$ cat src/sv/mbps_pkg.sv
`default_nettype none

package mbps_pkg;

  localparam int MAX_PATTERN = 16;
  localparam int OFFSET_BITS = 32;

  localparam int PAT_BYTES  = 16;
  localparam int PAT_IDX_W  = 4;
  localparam int LEN_W      = 5;
  localparam int CFG_IDX_W  = 2;
  localparam int CFG_DATA_W = 64;
  localparam int COUNT_W    = 8;
  localparam int REPORT_OFS_W = 32;
  localparam int OFS_EXT_W  = (OFFSET_BITS > REPORT_OFS_W) ? OFFSET_BITS : REPORT_OFS_W;

  localparam logic [COUNT_W-1:0] COUNT_MAX = 8'hFF;

  typedef logic [7:0] byte_t;

  typedef enum logic [1:0] {
    STATUS_UNIQUE   = 2'd0,
    STATUS_NONE     = 2'd1,
    STATUS_SEVERAL  = 2'd2,
    STATUS_BAD      = 2'd3
  } status_t;

  typedef enum logic [CFG_IDX_W-1:0] {
    REG_PATTERN_LOW  = 2'd0,
    REG_PATTERN_HIGH = 2'd1,
    REG_CARE_MASK    = 2'd2,
    REG_PATTERN_LEN  = 2'd3
  } reg_idx_t;

  typedef struct packed {
    logic  active;
    logic  care;
    byte_t pat;
  } cell_ctrl_t;

  typedef struct packed {
    status_t                  status;
    logic [REPORT_OFS_W-1:0]  offset;
    logic [COUNT_W-1:0]       count;
  } report_t;

endpackage

`default_nettype wire

$ cat src/sv/masked_byte_pattern_scan.sv
// Scans a region streamed one byte per request for a pattern of up to 16 bytes
// with per-byte wildcards. A byte is taken every cycle while data_stall is low:
// a row of 16 shift cells holds the newest bytes and each cell compares the byte
// it latches against its pattern byte in the same cycle, so a byte's compare,
// count and offset update are done as it is taken. On a byte with last_byte
// set, one report for the result channel (status, offset of a sole match,
// saturating count) goes into one of two report slots, which let the scan go on
// while a report waits; data_stall rises only when both are full. Registers are
// written through the cfg port, always ready, and take effect from the next byte.
`default_nettype none

module masked_byte_pattern_scan (
  input  wire logic                                clk,
  input  wire logic                                rst,
  input  wire logic                                cfg_valid,
  output logic                                     cfg_ready,
  input  wire logic [mbps_pkg::CFG_IDX_W-1:0]      cfg_index,
  input  wire logic [mbps_pkg::CFG_DATA_W-1:0]     cfg_data,
  input  wire logic                                data_valid,
  output logic                                     data_stall,
  input  wire logic [7:0]                          data_byte,
  input  wire logic                                last_byte,
  output logic                                     result_valid,
  input  wire logic                                result_stall,
  output logic [1:0]                               status,
  output logic [31:0]                              match_offset,
  output logic [7:0]                               match_count
);
  import mbps_pkg::*;

  logic [63:0]      pattern_low;
  logic [63:0]      pattern_high;
  logic [15:0]      care_mask;
  logic [LEN_W-1:0] pattern_length;

  logic       accept;
  logic       bad;
  logic       cells_ok;
  byte_t      pat_bytes [PAT_BYTES];
  byte_t      chain [MAX_PATTERN+1];
  logic [MAX_PATTERN-1:0] cell_ok;
  cell_ctrl_t cell_ctrl [MAX_PATTERN];
  report_t    report;
  report_t    main_q;
  report_t    skid_q;
  logic       skid_valid;
  logic       drain;
  logic       push;

  assign cfg_ready  = 1'b1;
  assign data_stall = skid_valid;
  assign accept     = data_valid && !data_stall;
  assign push       = accept && last_byte;
  assign drain      = result_valid && !result_stall;

  always_ff @(posedge clk) begin
    if (rst) begin
      pattern_low    <= '0;
      pattern_high   <= '0;
      care_mask      <= '0;
      pattern_length <= '0;
    end else if (cfg_valid && cfg_ready) begin
      unique case (reg_idx_t'(cfg_index))
        REG_PATTERN_LOW:  pattern_low    <= cfg_data;
        REG_PATTERN_HIGH: pattern_high   <= cfg_data;
        REG_CARE_MASK:    care_mask      <= cfg_data[15:0];
        REG_PATTERN_LEN:  pattern_length <= cfg_data[LEN_W-1:0];
        default: ;
      endcase
    end
  end

  assign bad = (pattern_length == '0) || (pattern_length > LEN_W'(MAX_PATTERN)) ||
               !care_mask[0];

  always_comb begin
    for (int b = 0; b < PAT_BYTES / 2; b++) begin
      pat_bytes[b]                 = pattern_low[8*b +: 8];
      pat_bytes[b + PAT_BYTES / 2] = pattern_high[8*b +: 8];
    end
  end

  assign chain[0] = data_byte;

  // cell k holds the k-th newest byte and matches pattern byte length-1-k
  for (genvar k = 0; k < MAX_PATTERN; k++) begin : g_cell
    logic [LEN_W-1:0] idx;
    assign idx = pattern_length - LEN_W'(1) - LEN_W'(k);
    assign cell_ctrl[k].active = (LEN_W'(k) < pattern_length);
    assign cell_ctrl[k].care   = care_mask[idx[PAT_IDX_W-1:0]];
    assign cell_ctrl[k].pat    = pat_bytes[idx[PAT_IDX_W-1:0]];

    mbps_cell u_cell (
      .clk   (clk),
      .rst   (rst),
      .shift (accept),
      .clear (last_byte),
      .ctrl  (cell_ctrl[k]),
      .d_in  (chain[k]),
      .d_out (chain[k+1]),
      .ok    (cell_ok[k])
    );
  end

  assign cells_ok = &cell_ok;

  mbps_tally u_tally (
    .clk      (clk),
    .rst      (rst),
    .accept   (accept),
    .last     (last_byte),
    .bad      (bad),
    .len      (pattern_length),
    .cells_ok (cells_ok),
    .report   (report)
  );

  // two report slots
  always_ff @(posedge clk) begin
    if (rst) begin
      result_valid <= 1'b0;
      skid_valid   <= 1'b0;
    end else begin
      if (skid_valid) begin
        if (drain) begin
          main_q     <= skid_q;
          skid_valid <= 1'b0;
        end
      end else if (push) begin
        if (!result_valid || drain) begin
          main_q       <= report;
          result_valid <= 1'b1;
        end else begin
          skid_q     <= report;
          skid_valid <= 1'b1;
        end
      end else if (drain) begin
        result_valid <= 1'b0;
      end
    end
  end

  assign status       = main_q.status;
  assign match_offset = main_q.offset;
  assign match_count  = main_q.count;

endmodule

`default_nettype wire

$ cat src/sv/mbps_cell.sv
`default_nettype none

module mbps_cell (
  input  wire logic                clk,
  input  wire logic                rst,
  input  wire logic                shift,
  input  wire logic                clear,
  input  wire mbps_pkg::cell_ctrl_t ctrl,
  input  wire mbps_pkg::byte_t     d_in,
  output mbps_pkg::byte_t          d_out,
  output logic                     ok
);
  import mbps_pkg::*;

  byte_t held;

  // compare the byte that is about to be latched
  assign ok    = !ctrl.active || !ctrl.care || (d_in == ctrl.pat);
  assign d_out = held;

  always_ff @(posedge clk) begin
    if (rst || (shift && clear)) begin
      held <= '0;
    end else if (shift) begin
      held <= d_in;
    end
  end

endmodule

`default_nettype wire

$ cat src/sv/mbps_tally.sv
`default_nettype none

module mbps_tally (
  input  wire logic                          clk,
  input  wire logic                          rst,
  input  wire logic                          accept,
  input  wire logic                          last,
  input  wire logic                          bad,
  input  wire logic [mbps_pkg::LEN_W-1:0]    len,
  input  wire logic                          cells_ok,
  output mbps_pkg::report_t                  report
);
  import mbps_pkg::*;

  logic [OFFSET_BITS-1:0] position;
  logic [OFFSET_BITS-1:0] position_next;
  logic [OFFSET_BITS-1:0] latest;
  logic [OFFSET_BITS-1:0] latest_next;
  logic [OFFSET_BITS-1:0] hit_offset;
  logic [OFS_EXT_W-1:0]   offset_ext;
  logic [COUNT_W-1:0]     count;
  logic [COUNT_W-1:0]     count_next;
  logic                   hit;

  always_comb begin
    position_next = (position == '1) ? position : position + OFFSET_BITS'(1);
    hit_offset    = position_next - OFFSET_BITS'(len);
    hit = !bad && cells_ok && (position_next >= OFFSET_BITS'(len));
    count_next  = count;
    latest_next = latest;
    if (hit) begin
      latest_next = hit_offset;
      if (count != COUNT_MAX) begin
        count_next = count + COUNT_W'(1);
      end
    end
    offset_ext = OFS_EXT_W'(latest_next);

    report.offset = '0;
    report.count  = '0;
    if (bad) begin
      report.status = STATUS_BAD;
    end else if (count_next == '0) begin
      report.status = STATUS_NONE;
    end else if (count_next == COUNT_W'(1)) begin
      report.status = STATUS_UNIQUE;
      report.offset = offset_ext[REPORT_OFS_W-1:0];
      report.count  = count_next;
    end else begin
      report.status = STATUS_SEVERAL;
      report.count  = count_next;
    end
  end

  always_ff @(posedge clk) begin
    if (rst || (accept && last)) begin
      position <= '0;
      count    <= '0;
      latest   <= '0;
    end else if (accept) begin
      position <= position_next;
      count    <= count_next;
      latest   <= latest_next;
    end
  end

endmodule

`default_nettype wire

$ cat config.mk
export PLATFORM = sky130hd
export DESIGN_NAME = masked_byte_pattern_scan
export DESIGN_NICKNAME = d
export VERILOG_FILES = /design/src/sv/mbps_pkg.sv /design/src/sv/masked_byte_pattern_scan.sv /design/src/sv/mbps_cell.sv /design/src/sv/mbps_tally.sv
export SDC_FILE = /design/constraint.sdc
export NUM_CORES = 1
export LEC_CHECK = 0
export ABC_AREA = 1
export ABC_CLOCK_PERIOD_IN_PS = 4250
export BUFFER_PORTS_ARGS = -buffer_cell sky130_fd_sc_hd__buf_2
export CAP_MARGIN = 15
export CORE_MARGIN = 2
export CORE_UTILIZATION = 40
export CTS_BUF_LIST = sky130_fd_sc_hd__clkbuf_16
export DETAILED_ROUTE_END_ITERATION = 12
export GPL_TIMING_DRIVEN = 0
export PLACE_DENSITY_LB_ADDON = 0.05
export SLEW_MARGIN = 20
export SYNTH_ARGS = -nofsm -noshare
export SYNTH_HDL_FRONTEND = slang
export SYNTH_SLANG_ARGS = --single-unit
$ cat constraint.sdc
create_clock -name clk -period 4.25 [get_ports clk]
set_clock_uncertainty 0.1 [all_clocks]
set_input_delay 0.425 -clock clk [delete_from_list [all_inputs] [get_ports clk]]
set_output_delay 0.425 -clock clk [all_outputs]
set_load 0.005 [all_outputs]
Yosys cells after proc, flatten, opt, wreduce, memory -nomap -nowiden
Cells that the tools add are included.
- flip-flop bits (word level): 427
- latch bits: 0
- RAM bits: 0
- bits in read-only memories: 0
- word-level logic and storage cells: 335
- memories kept: 0
- add/sub/neg operators: 19
- multipliers: 0
- divide/modulo/power cells: 0
- $lt $le $gt $ge: 50
- eq/ne operators: 24
- shift operators: 0
- multiplexer cells: 101
- bitwise logic cells: 19
- reduce and logical (&&, ||, !) cells: 92
- operators with widths (operator ; number):
    binary-select mux 8 bit (select 4 bit) ; 16
    two-way mux 8 bit ; 34
    two-way mux 42 bit ; 4
    == test 8 bit ; 16
    two-way mux 32 bit ; 3
    >= comparator 5 bit (second input constant) ; 16
    < comparator 4 x 5 -> 1 bit (second input constant) ; 16
    two-way mux 40 bit ; 2
    NOT 4 -> 5 bit ; 16
    binary-select mux 1 bit (select 4 bit) ; 16
    < comparator 4 x 5 -> 1 bit (first input constant) ; 8
    logical NOT 1 bit ; 37
    logical OR 1 bit ; 36
    adder 32 x 1 -> 32 bit (second input constant) ; 1
    == test 32 bit (second input constant) ; 1
    >= comparator 32 x 5 -> 1 bit ; 1
    subtractor 32 x 5 -> 32 bit ; 1
    subtractor 4 bit (second input constant) ; 8
    two-way mux 1 bit ; 23
    < comparator 3 x 5 -> 1 bit (first input constant) ; 4
    AND reduction 16 bit ; 1
    subtractor 4 x 3 -> 4 bit (second input constant) ; 4
    < comparator 1 x 5 -> 1 bit (first input constant) ; 2
    < comparator 2 x 5 -> 1 bit (first input constant) ; 2
    other kinds (19) ; 37

Logic depth before layout (Yosys ltp)
- word-level depth: 19
- gate-level depth with buffers: 40
- gate-level depth less buffers: 33

Modules after synthesis
A second synthesis with hierarchy kept.
- cell total of the unflattened synthesis: 5103
- area, all modules: 30469.2 um2
- by module, submodules not included (module ; instances ; cells each ; area each (um2)):
    masked_byte_pattern_scan ; 1 ; 3007 ; 17107.7
    mbps_cell ; 16 ; 69 ; 467.9
    mbps_tally ; 1 ; 992 ; 5874.4

Worst setup path before layout
OpenSTA, ideal clock, no wires.
- path type: register -> register
- start: register u_tally.position[0]
- end: register skid_q[38] in the netlist's numbering, data pin
- arrival time: 4.254 ns
- required time: 3.884 ns
- setup slack: -0.370 ns
- stages on the path, launching flop included: 32
- path through: dfxtp_1 ha_1 nand3_1 inv_1 nand2_1 nor2_1 nand2_1 buf_2 buf_2 xnor2_1 ha_1 fa_1 nor2_1 inv_1 nand2_1 nand2_1 nand3b_1 nor2_1 nand3_1 nand4_1 nor2_4 nand2_4 buf_6 nand2_1 nand2_1 inv_2 nand2_1 nor2_1 nand2_1 nand2_4 buf_4 nor3_2
- RTL lines (element ; RTL line ; RTL):
    start, declared ; mbps_tally.sv:15 ; logic [OFFSET_BITS-1:0] position;
    start signal, assigned ; mbps_tally.sv:61 ; position <= position_next;
    end signal, assigned ; masked_byte_pattern_scan.sv:134 ; skid_q <= report;
    end, declared ; masked_byte_pattern_scan.sv:45 ; report_t skid_q;

==> metrics <==
outcome finished with violations; failing checks hold timing, setup timing; Setup WS pre-CTS -1.94 ns; first-pass iteration count of the detailed router 7; drt drc 0; Finished Cell Area between 30000 and 40000 um2; area leader, netlist nand2_1; PD cells between 300 and 400 nW/um2; clock sinks 427; Util after Layout around half; HPWL Detailed 122000 um; Reg-to-Reg End status[1]; Syn Nets just under 5000; library cells used by synthesis 44; Ports about 130; initial antenna violation count 2; CTS tree built; crit end category flop; Vias 34400; Synth Area per Inst 5.91 um2; Total Routing Usage GR 40.5%; cell area after placement 30800 um2; r2r startpoint pattern_length[0]; Post-Syn Instances 4876; post-synth top area share 26.9%; maximum VDD drop 0.286 mV; placed cell count 5952; CP most frequent cell nand2_1; Die Wd 272 um; Fmax 205 MHz; reported max-cap violation count 0; Int Power ~0.008 W; Synth area leaders nand2_1, dfxtp_1, edfxtp_1, nand3_1, o21ai_0; maximum clock insertion buffer count 3; Tightest Pin Transition 1.01 ns; WL/cell roughly 25 um; sequential share of the synthesized area between 30% and 40%; port bufs about 120; EDFF count, synth 84; fin nets 5238; final count of negative-setup-slack endpoints 116; Die H 272 um; core area 71400 um2; clock tree root buffer cell clkbuf_16; Worst Slack Setup Final -0.638 ns; Finished Layout Cells around 6000; #FFs+latches synth about 430; compound-gate portion of the synthesized area 11.7%; total die area 74200 um2; synthesis-to-layout area growth 21.8%; Ys Warns 0; Final Hold Viols 1; post-layout min period 4.89 ns; simple-gate share of the synthesized area about 44%; Max FO, Critical Path 10; switch share about two fifths; total power draw 0.0134 W; H-Tree Depth 2; Worst setup SP type flop; Reg power frac 33.0%; Slowest-stage cell, CP dfxtp_4; first-pass GRT wire length 218000 um; worst hold endpoint pattern_low[37]; FF-to-FF path depth 37; XOR/XNOR share of the synthesized area 1.52%; Pins Over Slew Limit 0; clock network power share between 30% and 40%; CP Class flop to flop; largest net degree at the start of global routing 25; WHS Path Cells 3; Worst-Skew Late Latency 0.65 ns; flop2flop setup slack -0.64 ns; mapped cell area between 20000 and 30000 um2; Synth async-reset ratio 0%; Hold WS -0.00217 ns; Final period util 115%; Final ANT Viol Nets 0; CP arrival 5.17 ns; hold path start cfg_data[37]; layout cells sized above 1 14.4%; LEAKAGE around 16 nW; slowest stage delay, CP 0.36 ns; vias in the first global route ~31000; number of vias per cell 5.60; largest family of logic cells by synthesized area simple AND/OR/NAND/NOR gates; adder-cell share of the synthesized area 0.460%; GRT Residual Overflow 0; Starting Density between 40% and 50%; DR iter-0 viols between 4000 and 5000; Post-synth top flop dfxtp_1; Worst Hold Class input port to flop; Gate power share between 30% and 40%; TritonCTS Buffers 50; row count 98; WL final 154000 um; RD Place Congestion roughly 1.1; Rel. slew slack 32.0%; Clock Pin Slew Worst Setup and Hold Paths 0.07 ns; RSZ-0062 raised after global routing yes; post-synthesis mux area share 0.104%; Critical Path RT 4.53 ns; NetSw 0.00526 W
==> power groups by stage <==
| stage | sequential, W | clock (W) | combinational, W |
|---|---|---|---|
| 2_1_floorplan | 0.00441 | 0 | 0.00252 |
| 3_3_place_gp | 0.00448 | 0 | 0.00389 |
| 3_5_place_dp | 0.00448 | 0 | 0.00390 |
| 4_1_cts | 0.00440 | 0.00430 | 0.00433 |
| 5_1_grt | 0.00441 | 0.00446 | 0.00500 |
| 6_report | 0.00441 | 0.00430 | 0.00465 |
==> synthesized netlist by cell type (4+ instances only) <==
master    number
inv_1        333
clkinv_1       4
nor3_2        10
a21oi_1      274
nand2_4        8
xor2_1        40
o211ai_1       8
nor3_1        23
o21ai_0      360
xnor2_1       10
buf_1         21
buf_4         18
dfxtp_1      343
buf_2         84
o21ai_1       18
ha_1           9
nand3b_1      58
nand3_1      474
buf_6         17
clkbuf_1     132
edfxtp_1      84
nand2_2       20
nand4_1       36
inv_2         10
nor2_1       383
nand2_1     2066
or2_2          4
==> kinds of logic after synthesis <==
| logic type | Yosys count |
|---|---|
| simple gates | 3097 |
| compound gates | 668 |
| buf+inv | 620 |
| flops | 427 |
| xor+xnor | 50 |
| fa+ha+maj | 10 |
| mux | 3 |
| other cells | 1 |
==> repair_timing <==
action / CTS / global route
cloned: 8 / 4
endpoints found under the setup margin: 124 / 124
buffers inserted: 43 / 5
gates resized for setup: 402 / 182
hold buffers: 35 / 0
pin swaps: 66 / 70
endpoints found under the hold margin: 52 / 0
==> routing by layer <==
| layer | vias up | wire, um | share of wire [%] | GRT usage, % |
|---|---|---|---|---|
| met5 | - | 0 | 0 | 0 |
| met4 | 0 | 11600 | 7.6 | 25.3 |
| met3 | 417 | 13800 | 9.0 | 7.57 |
| met2 | 1698 | 68000 | 44 | 64.2 |
| met1 | 16100 | 60300 | 39 | 50.9 |
| li1 | 16100 | - | - | - |
==> cell usage in the layout (no fill, tap or decap), types with 8 or more instances in the layout <==
cell type / instances
nand2_1: 1921
nand3_1: 429
nor2_1: 358
inv_1: 340
dfxtp_1: 336
o21ai_0: 298
a21oi_1: 271
buf_2: 163
nand2_2: 135
clkbuf_1: 116
edfxtp_1: 84
buf_4: 74
nand3b_1: 58
clkbuf_16: 55
nand3_2: 45
buf_6: 40
xor2_1: 38
nand4_1: 36
o21ai_1: 35
dlygate4sd3_1: 35
nand2_4: 34
o21ai_2: 32
nor3_1: 20
nor2_2: 17
clkinv_1: 15
buf_12: 14
nor2_4: 13
buf_8: 13
buf_1: 13
o21ai_4: 13
nor3_2: 11
inv_2: 9
xnor2_1: 9
o211ai_1: 8
==> registers in the layout, summed over array words and instances (netlist names) <==
name and count:
data_stall 1, u_tally.position 32, care_mask 16, status 2
u_tally.count 8, pattern_length 5, result_valid 1, skid_q 42
pattern_low 64, match_offset 32, g_cell.u_cell.d_out 120, pattern_high 64
match_count 8, u_tally.latest 32
==> stage by stage <==
stage	TNS, ns	hold slack (ns)
5_1_grt	-57.67	0.0344
3_5_place_dp	-201.77	0.353
3_3_place_gp	-269.15	0.354
6_report	-52.22	-0.00217
4_1_cts	-32.84	0.00441
2_1_floorplan	0	0.339
==> worst max-delay path by stage <==
stage	from	end	slack (ns)	cells past startpoint
finish	pattern_length[0]	status[1]	-0.64	37
global route	pattern_length[0]	status[1]	-0.68	38
detailed placement	pattern_length[0]	match_offset[20]	-1.94	27
floorplan	pattern_length[0]	skid_q[38]	0.02	35
CTS	pattern_length[0]	status[1]	-0.46	37
global placement	pattern_length[0]	match_offset[18]	-1.98	30
==> worst max-delay path: cells and delay by family, from the launching register on <==
family,cells,cell delay (ns)
buffers and inverters,11,1.41
AND/OR/NAND/NOR,25,2.51
adder cells (fa/ha/maj),1,0.26
flip-flops,1,0.36
==> area by class of cell <==
type | instances | area, um2
fillers | 7627 | 36300
multi-input cells | 3829 | 18100
flip-flops and latches | 427 | 9410
plain buffers | 271 | 1820
repair buffers | 221 | 1680
inverters | 348 | 1330
clock buffers | 50 | 1250
well taps | 950 | 1190
clock inverters | 43 | 340
diodes | 2 | 5.00
Note: power is estimated with default switching activity, not from simulation.
